**src/rfc_pkg.sv**
```systemverilog
// rfc_pkg: shared constants, status codes, helper functions and types for the
// response frame checker. No dependencies; imported by rfc_classify and the top.
package rfc_pkg;

   localparam int MAX_FRAME_DEF = 256;
   localparam int MIN_FRAME     = 14;

   localparam int STATUS_W = 3;
   localparam int CODE_W   = 7;
   localparam int LEN_W    = 9;

   localparam logic [7:0] CH_CR = 8'h0D;
   localparam logic [7:0] CH_LF = 8'h0A;

   localparam logic [STATUS_W-1:0] ST_OK    = 3'd0;
   localparam logic [STATUS_W-1:0] ST_SUM   = 3'd1;
   localparam logic [STATUS_W-1:0] ST_WARN  = 3'd2;
   localparam logic [STATUS_W-1:0] ST_ERR   = 3'd3;
   localparam logic [STATUS_W-1:0] ST_SHORT = 3'd4;

   localparam logic [CODE_W-1:0] CODE_WARN_A = 7'd21;
   localparam logic [CODE_W-1:0] CODE_WARN_B = 7'd23;

   typedef struct packed {
      logic [7:0]  sum;
      logic [7:0]  hex_hi;
      logic [7:0]  hex_lo;
      logic [15:0] code_chars;
      logic        short_frame;
   } frame_tail_type;

   function automatic logic [7:0] hex_char(input logic [3:0] nib);
      return (nib < 4'd10) ? (8'h30 + {4'h0, nib}) : (8'h37 + {4'h0, nib});
   endfunction

   function automatic logic is_digit(input logic [7:0] c);
      return (c >= 8'h30) && (c <= 8'h39);
   endfunction

endpackage

```
**src/rfc_classify.sv**
```systemverilog
// rfc_classify: checksum compare, response code parse and status select for
// a frame that ends on the current word. Depends on rfc_pkg.
module rfc_classify
   import rfc_pkg::*;
(
   input  frame_tail_type        tail,
   output logic [STATUS_W-1:0]   status,
   output logic [CODE_W-1:0]     code
);

   logic [7:0]        expect_sum;
   logic              sum_ok;
   logic [7:0]        hi_char;
   logic [7:0]        lo_char;
   logic [CODE_W-1:0] hi_val;
   logic [CODE_W-1:0] lo_val;
   logic [CODE_W-1:0] parsed;

   assign expect_sum = 8'd0 - tail.sum;
   assign sum_ok     = (tail.hex_hi == hex_char(expect_sum[7:4])) &&
                       (tail.hex_lo == hex_char(expect_sum[3:0]));

   assign hi_char = tail.code_chars[15:8];
   assign lo_char = tail.code_chars[7:0];
   assign hi_val  = {3'b000, hi_char[3:0]};
   assign lo_val  = {3'b000, lo_char[3:0]};

   always_comb begin
      if (!is_digit(hi_char)) begin
         parsed = '0;
      end else if (!is_digit(lo_char)) begin
         parsed = hi_val;
      end else begin
         parsed = (hi_val << 3) + (hi_val << 1) + lo_val;
      end
   end

   always_comb begin
      code = '0;
      if (tail.short_frame) begin
         status = ST_SHORT;
      end else if (!sum_ok) begin
         status = ST_SUM;
      end else begin
         code = parsed;
         if (parsed == '0) begin
            status = ST_OK;
         end else if (parsed == CODE_WARN_A || parsed == CODE_WARN_B) begin
            status = ST_WARN;
         end else begin
            status = ST_ERR;
         end
      end
   end

endmodule

```
**src/response_frame_checker_unit.sv**
```systemverilog
// response_frame_checker_unit: top level; tracks the frame tail, sum and count
// per word and registers one status word per CR LF. Depends on rfc_pkg, rfc_classify.
//
//   channel  dir  handshake            payload
//   req_     in   req_valid/req_ready  req_rx_byte[7:0]
//   rsp_     out  rsp_valid/rsp_ready  rsp_frame_status[2:0], rsp_response_code[6:0],
//                                      rsp_frame_length[8:0]
//
// One word per cycle while req_ready; status shows in the cycle after the final LF.
// Frame state updates on the accepting edge; the result register decouples the sides.
// req_ready drops only while a status word waits and rsp_ready is low.
// Synchronous reset clears the frame state and the result valid; no clearing pass.
module response_frame_checker_unit
   import rfc_pkg::*;
#(
   parameter int MAX_FRAME = MAX_FRAME_DEF
)(
   input  logic                clock,
   input  logic                reset,
   input  logic                req_valid,
   output logic                req_ready,
   input  logic [7:0]          req_rx_byte,
   output logic                rsp_valid,
   input  logic                rsp_ready,
   output logic [STATUS_W-1:0] rsp_frame_status,
   output logic [CODE_W-1:0]   rsp_response_code,
   output logic [LEN_W-1:0]    rsp_frame_length
);

   localparam int CW = $clog2(MAX_FRAME + 1);

   logic [31:0]         win_ff, win_in;
   logic [7:0]          sum_ff, sum_in;
   logic [CW-1:0]       count_ff, count_in;
   logic [15:0]         code_ff, code_in;

   logic                rsp_valid_ff;
   logic [STATUS_W-1:0] status_ff;
   logic [CODE_W-1:0]   code_out_ff;
   logic [LEN_W-1:0]    len_ff;

   logic                accept;
   logic                ends;
   logic [CW+LEN_W-1:0] len_wide;
   frame_tail_type      tail;
   logic [STATUS_W-1:0] status_in;
   logic [CODE_W-1:0]   code_out_in;

   assign req_ready = !rsp_valid_ff || rsp_ready;
   assign accept    = req_valid && req_ready;

   assign ends = (req_rx_byte == CH_LF) && (count_ff != '0) && (win_ff[7:0] == CH_CR);

   assign sum_in   = (count_ff >= CW'(4)) ? sum_ff + win_ff[31:24] : sum_ff;
   assign win_in   = {win_ff[23:0], req_rx_byte};
   assign count_in = (count_ff == CW'(MAX_FRAME)) ? count_ff : count_ff + 1'b1;

   always_comb begin
      code_in = code_ff;
      if (count_ff == CW'(7)) begin
         code_in[15:8] = req_rx_byte;
      end else if (count_ff == CW'(8)) begin
         code_in[7:0] = req_rx_byte;
      end
   end

   assign len_wide = {{LEN_W{1'b0}}, count_in};

   assign tail.sum         = sum_in;
   assign tail.hex_hi      = win_in[31:24];
   assign tail.hex_lo      = win_in[23:16];
   assign tail.code_chars  = code_in;
   assign tail.short_frame = (count_in < CW'(MIN_FRAME));

   rfc_classify u_classify (
      .tail   (tail),
      .status (status_in),
      .code   (code_out_in)
   );

   always_ff @(posedge clock) begin
      if (reset) begin
         win_ff   <= '0;
         sum_ff   <= '0;
         count_ff <= '0;
         code_ff  <= '0;
      end else if (accept) begin
         if (ends) begin
            win_ff   <= '0;
            sum_ff   <= '0;
            count_ff <= '0;
            code_ff  <= '0;
         end else begin
            win_ff   <= win_in;
            sum_ff   <= sum_in;
            count_ff <= count_in;
            code_ff  <= code_in;
         end
      end
   end

   always_ff @(posedge clock) begin
      if (reset) begin
         rsp_valid_ff <= 1'b0;
      end else if (accept && ends) begin
         rsp_valid_ff <= 1'b1;
      end else if (rsp_ready) begin
         rsp_valid_ff <= 1'b0;
      end
   end

   always_ff @(posedge clock) begin
      if (accept && ends) begin
         status_ff   <= status_in;
         code_out_ff <= code_out_in;
         len_ff      <= len_wide[LEN_W-1:0];
      end
   end

   assign rsp_valid         = rsp_valid_ff;
   assign rsp_frame_status  = status_ff;
   assign rsp_response_code = code_out_ff;
   assign rsp_frame_length  = len_ff;

   a_end_gives_word: assert property (@(posedge clock) disable iff (reset)
      (accept && ends) |=> rsp_valid)
      else $error("frame end did not produce a status word");

   a_end_clears: assert property (@(posedge clock) disable iff (reset)
      (accept && ends) |=> (count_ff == '0 && sum_ff == '0 && win_ff == '0))
      else $error("frame state not cleared after frame end");

   a_short_len: assert property (@(posedge clock) disable iff (reset)
      (rsp_valid && rsp_frame_status == ST_SHORT) |->
         (rsp_frame_length < LEN_W'(MIN_FRAME) && rsp_response_code == '0))
      else $error("too-short status with long frame or nonzero code");

   a_warn_code: assert property (@(posedge clock) disable iff (reset)
      (rsp_valid && rsp_frame_status == ST_WARN) |->
         (rsp_response_code == CODE_WARN_A || rsp_response_code == CODE_WARN_B))
      else $error("warning status with non-warning code");

endmodule

```
**config.mk**
```make
export PLATFORM = sky130hd
export DESIGN_NAME = response_frame_checker_unit
export DESIGN_NICKNAME = d
export VERILOG_FILES = /design/src/rfc_pkg.sv /design/src/rfc_classify.sv /design/src/response_frame_checker_unit.sv
export SDC_FILE = /design/constraint.sdc
export NUM_CORES = 1
export LEC_CHECK = 0
export ABC_AREA = 1
export BUFFER_PORTS_ARGS = -buffer_cell sky130_fd_sc_hd__buf_4
export CAP_MARGIN = 0
export CORE_ASPECT_RATIO = 0.5
export CORE_MARGIN = 8
export CORE_UTILIZATION = 25
export CTS_CLUSTER_DIAMETER = 60
export DETAILED_ROUTE_END_ITERATION = 10
export SLEW_MARGIN = 20
export SYNTH_ARGS = -nofsm -noshare
export SYNTH_HDL_FRONTEND = slang
export SYNTH_SLANG_ARGS = --single-unit
```
**constraint.sdc**
```tcl
create_clock -name clock -period 5.6 [get_ports clock]
set_input_delay 0.28 -clock clock [delete_from_list [all_inputs] [get_ports clock]]
set_output_delay 0.28 -clock clock [all_outputs]
set_load 0.02 [all_outputs]
```
### Word-level counts from Yosys, hierarchy flattened

Cells that the tools add are included.

* bits in registers: 85
* output and inout bits: 21

* add/sub/neg operators: 9
* order comparisons: 8
* equal/unequal tests: 9
* mux-type cells: 18
* bitwise operators: 1
* reduce and logical (&&, ||, !) cells: 15

Operator list (count)
* 8-bit 2-to-1 mux: 7
* 32-bit 2-to-1 mux: 1
* 6-bit by 4-bit adder with 7-bit output (first input constant): 4
* 9-bit 2-to-1 mux: 2
* 8-bit by 4-bit == test with 1-bit output (second input constant): 2
* 8-bit == test: 2
* 8-bit by 6-bit greater-or-equal comparator with 1-bit output (second input constant): 2
* 8-bit by 6-bit less-or-equal comparator with 1-bit output (second input constant): 2
* 16-bit 2-to-1 mux: 1
* 7-bit by 5-bit == test with 1-bit output (second input constant): 2
* 7-bit 2-to-1 mux: 2
* 9-bit by 1-bit adder with 9-bit output (second input constant): 1
* 9-bit by 3-bit == test with 1-bit output (second input constant): 1
* 9-bit by 4-bit == test with 1-bit output (second input constant): 1
* 9-bit == test (second input constant): 1
* 9-bit by 3-bit greater-or-equal comparator with 1-bit output (second input constant): 1
* 9-bit by 4-bit less-than comparator with 1-bit output (second input constant): 1
* 9-bit nonzero test: 1
* 8-bit adder: 1
* 4-bit less-than comparator (second input constant): 2
* 1-bit by 8-bit subtractor with 8-bit output (first input constant): 1
* 7-bit by 4-bit adder with 7-bit output: 1
* 7-bit by 5-bit adder with 7-bit output: 1
* 1-bit logical AND: 7
* other kinds (9): 13

### Depth between registers and ports, before layout

* depth in word-level cells: 12
* depth in mapped cells: 26
* depth with buffers taken out: 25

### Cells and area by module

From an unflattened synthesis, not the netlist that was laid out.

* cells, all modules: 732
* area total of the unflattened synthesis: 5067.4 µm²

By module, submodules not included
* response_frame_checker_unit: times used 1, cells an instance 519, area an instance 3927.5 µm²
* rfc_classify: times used 1, cells an instance 213, area an instance 1139.8 µm²

### Worst setup path before layout

Ideal clock, no wire load.

* path kind: register -> register
* start: reg count_ff[0]
* end: reg status_ff[0], in the netlist rsp_frame_status[0], data pin
* arrival time: 3492 ps
* path slack: 1859 ps
* cell stages (with the launch flop): 23
* path buffers: 1
* clock period less this slack: 3741 ps
* path through: dfxtp_1 -> ha_1 -> nand2_1 -> clkinv_1 -> nand3_1 -> nor2_1 -> buf_2 -> inv_1 -> o21ai_0 -> fa_1 -> fa_1 -> nand2_1 -> nand2_1 -> a21oi_1 -> xor2_1 -> o21ai_1 -> nand2_1 -> nor2_1 -> nand2_1 -> nand2_1 -> nand3_1 -> nand2_1 -> inv_1

* cells in the longest elaborated chain, start to end: 12

Ends and longest elaborated chain
* start, declared: RTL line response_frame_checker_unit.sv:34 `logic [CW-1:0] count_ff, count_in;`
* start signal, assigned: RTL line response_frame_checker_unit.sv:96 `count_ff <= count_in;`
* parallel branches: the longest is 12 deep, another holds 9-bit by 3-bit greater-or-equal comparator with 1-bit output
* end signal, assigned: RTL line response_frame_checker_unit.sv:114 `status_ff <= status_in;`
* end, declared: RTL line response_frame_checker_unit.sv:38 `logic [STATUS_W-1:0] status_ff;`

Parallel ways; which one is timed is not known.
A chain may end at the register's enable or synchronous reset.

### Worst setup path after layout

Ends and elaborated chain as after synthesis.

==> results.json <==
{
  "max_freq_ghz": 0.2230,
  "async_flop_share_pct": 0,
  "wire_length_of_the_first_global_routing_pass_um": 19330,
  "root_buffer": "sky130_fd_sc_hd__clkbuf_16",
  "hold_viol": 0,
  "drc": 0,
  "netSwitchingPower_w": 0.0003028,
  "critical-path-slowest-cell": "sky130_fd_sc_hd__nor2_1",
  "globalRoute.totalOverflow": 0,
  "seqPwrFrac_pct": 48.9,
  "final_layout_size_suffix_gt1_share_pct": 14.17,
  "postSynthAreaPerCell_um2": 7.004,
  "clock_power_share_pct": 44.1,
  "cts_hold_buffers": 0,
  "maxCapViolations": 0,
  "worstSetupEndpointType": "register",
  "wl_um": 11510,
  "antenna_cells": 0,
  "timing.final.max_slew_violations": 0,
  "post-dp-hpwl_um": 8277,
  "cellLeakagePower_nw": 2.431,
  "cp_cell_sequence": "ha_1 -> nand2_1 -> clkinv_1 -> nand3_1 -> nor2_1 -> inv_1 -> o21ai_0 -> fa_1 -> fa_1 -> nand2_1 -> nand2_1 -> a21oi_1 -> xor2_1 -> o21ai_1 -> nand2_1 -> nor2_1 -> nand2_1 -> nand2_1 -> nand3_1 -> nand2_1 -> inv_1",
  "finalWorstPathRequiredPeriod_ns": 4.484,
  "cts_resized": 0,
  "critical_path_source_type": "register",
  "final_antenna_net_count": 0,
  "vdd.ir_drop.worst_mv": 0.1162,
  "cell_internal_pwr_w": 0.001004,
  "final-setup-viol-count": 0,
  "initial_antenna_violation_count": 0,
  "design.core.area_um2": 19550,
  "worst-path-max-fanout": 15,
  "postCtsSetupRepairBufs": 0,
  "tritoncts": "built",
  "detail_route.wl_per_cell_um": 11.43,
  "cpMostUsedCell": "sky130_fd_sc_hd__nand2_1",
  "pin_count": 33,
  "critical_path.n_buffers_inverters": 3,
  "vias": 4378,
  "crit_path_max_incr_delay_ns": 0.74,
  "clk-insertion-delay-late_ns": 0.33,
  "clkTransAtPathRegs_ns": 0.06,
  "crit_arrival_ns": 4.58,
  "hold_path.class": "in2reg",
  "grt_max_degree": 68,
  "synth_fp_nets": 747,
  "p_sw_share_pct": 23.17,
  "cpLargestDelayFamily": "simple AND/OR/NAND/NOR gates",
  "grt_setup_unrepaired": "false",
  "rows": 36,
  "drt_pass1_iterations": 5,
  "first_iter_violations": 267,
  "netlist_instances": 714,
  "synth.yosys.warnings": 0,
  "worst_pin_slew_ns": 1.024,
  "cts.htree.levels": 3,
  "seq_area_frac_synth_pct": 37.83,
  "drt-vias-per-instance": 4.348,
  "syn_to_final_growth_pct": 15.49,
  "fillCellCount": 2108,
  "total_power_w": 0.001307,
  "clock_skew_ns": 0.007383,
  "nNetsFinal": 769,
  "synthesis.area_um2": 5001,
  "comb_power_share_pct": 7.1,
  "power.density_nw_per_um2": 226.2,
  "initial_utilization_pct": 25.58,
  "period_share_pct": 80.07,
  "grtUsageTotal_pct": 9.135,
  "clock_sink_count": 85,
  "slew_headroom_pct": 31.65,
  "vias_in_the_first_global_route": 3995,
  "ys_ff_latch": 85,
  "die_area_um2": 25060,
  "quantity_of_i_o_buffers_inserted_on_ports": 32,
  "worst-endpoint-required_ns": 5.69,
  "number_of_enable_type_register_cells_in_the_synthesized_netlist": 19,
  "globalplace.congestion": 0.8179,
  "most_used_dff_post_synth": "sky130_fd_sc_hd__dfxtp_1",
  "fin_setup_tns_ns": 0,
  "path_class": "reg2reg",
  "yosys.cell_types.count": 37,
  "cts_made_buffers": 9,
  "clockBufferDepth": 2,
  "outcome": "finished clean",
  "die_y_um": 116.0,
  "die_w_um": 216.0
}
cells in the mapped netlist, drive strengths merged, types with 2 or more instances:
| master | n | share of area (%) |
|---|---|---|
| or2 | 12 | 1.5 |
| edfxtp | 19 | 11 |
| fa | 3 | 1.2 |
| nand3 | 42 | 5.0 |
| buf | 5 | 0.63 |
| inv | 89 | 6.7 |
| nor2 | 55 | 5.5 |
| nand4 | 8 | 1.0 |
| xor2 | 13 | 2.3 |
| clkinv | 2 | 0.15 |
| nor3 | 3 | 0.40 |
| a21oi | 82 | 8.2 |
| nand2 | 253 | 21 |
| clkbuf | 17 | 1.3 |
| dfxtp | 66 | 26 |
| ha | 18 | 4.5 |
| o21ai | 17 | 1.7 |
| nand3b | 4 | 0.60 |
path summary, 6_finish.rpt:
path | from | to | slack [ns] | cells after the start
worst max-delay path | count_ff[0]$_SDFFE_PP0P_ | rsp_frame_status[0]$_SDFFCE_PP0P_ | 1.12 | 21
worst min-delay path | req_rx_byte[7] | win_ff[7]$_SDFFE_PP0P_ | 0.22 | 3
worst min register to register | code_ff[6]$_SDFFE_PP0P_ | code_ff[6]$_SDFFE_PP0P_ | 0.46 | 2
worst max register to register | count_ff[0]$_SDFFE_PP0P_ | rsp_frame_status[0]$_SDFFCE_PP0P_ | 1.12 | 21
cell type report:
cell class | instances | area, µm² | area share, %
tap | 266 | 332.8 | 5.763
clock inverter | 5 | 51.30 | 0.8882
inverter | 91 | 341.6 | 5.914
timing repair buffer | 33 | 247.7 | 4.289
clock buffer | 11 | 232.7 | 4.029
sequential | 85 | 1892 | 32.76
multi-input combinational | 516 | 2678 | 46.36
state kept, by name, summed over array words and instances (netlist names):
register,cells
rsp_frame_status,3
rsp_frame_length,9
code_ff,16
win_ff,32
sum_ff,8
rsp_valid,1
rsp_response_code,7
count_ff,9
cells by family (layout without fill, tap and decap cells):
kind of cell               count (synthesis)  count (layout)  synth area share, %
DFF                                       85              85                37.83
adders and majority gates                 21              21                5.704
buffers and inverters                    113             140                8.732
xor gates and xnor gates                  14              14                2.452
and+or+nand+nor                          379             379                34.88
AOI/OAI and AO/OA                        102             102                10.41
metrics by stage:
| step | util, % | setup WS, ns | area, µm² | hold WS (ns) | instances |
|---|---|---|---|---|---|
| after floorplan | - | 1.859 | 5001 | 0.4229 | 714 |
| after detailed placement | 28.09 | 1.186 | 5492 | 0.4528 | 991 |
| after global routing | 29.54 | 0.6123 | 5776 | 0.2144 | 1007 |
| final | 29.54 | 1.116 | 5776 | 0.2162 | 1007 |
| after CTS | 29.54 | 1.173 | 5776 | 0.2064 | 1007 |
| after global placement | 28.09 | 1.320 | 5492 | 0.4497 | 991 |
layer usage:
metal | wire, µm | global-route usage (%) | up-vias
li1 | - | - | 2306
met1 | 5376 | 11.16 | 2004
met2 | 5678 | 16.47 | 56
met3 | 260 | 1.355 | 12
met4 | 190 | 3.003 | 0
met5 | 0 | 0 | -
cells in the final DEF, fill, tap and decap left out, drive strengths merged, types with 5 or more instances in the layout:
master  instances
nand4           8
clkbuf         11
a21oi          82
xor2           13
buf            33
inv            90
clkinv          5
dfxtp          66
nand2         253
nand3          42
or2            12
ha             18
nor2           55
edfxtp         19
o21ai          17
power by group through the flow:
stage | clock [W] | sequential, W | combinational (W)
floorplan | 0 | 0.000650 | 0.0000678
global placement | 0 | 0.000651 | 0.0000913
detailed placement | 0 | 0.000652 | 0.0000926
CTS | 0.000596 | 0.000638 | 0.0000937
global route | 0.000619 | 0.000639 | 0.000104
finish | 0.000576 | 0.000638 | 0.0000924
worst min-delay path: stages:
cell,delay [ns]
sky130_fd_sc_hd__buf_4,0.11
sky130_fd_sc_hd__nand2_1,0.05
sky130_fd_sc_hd__a21oi_1,0.05
No activity file was read; power rests on OpenSTA's default activity.
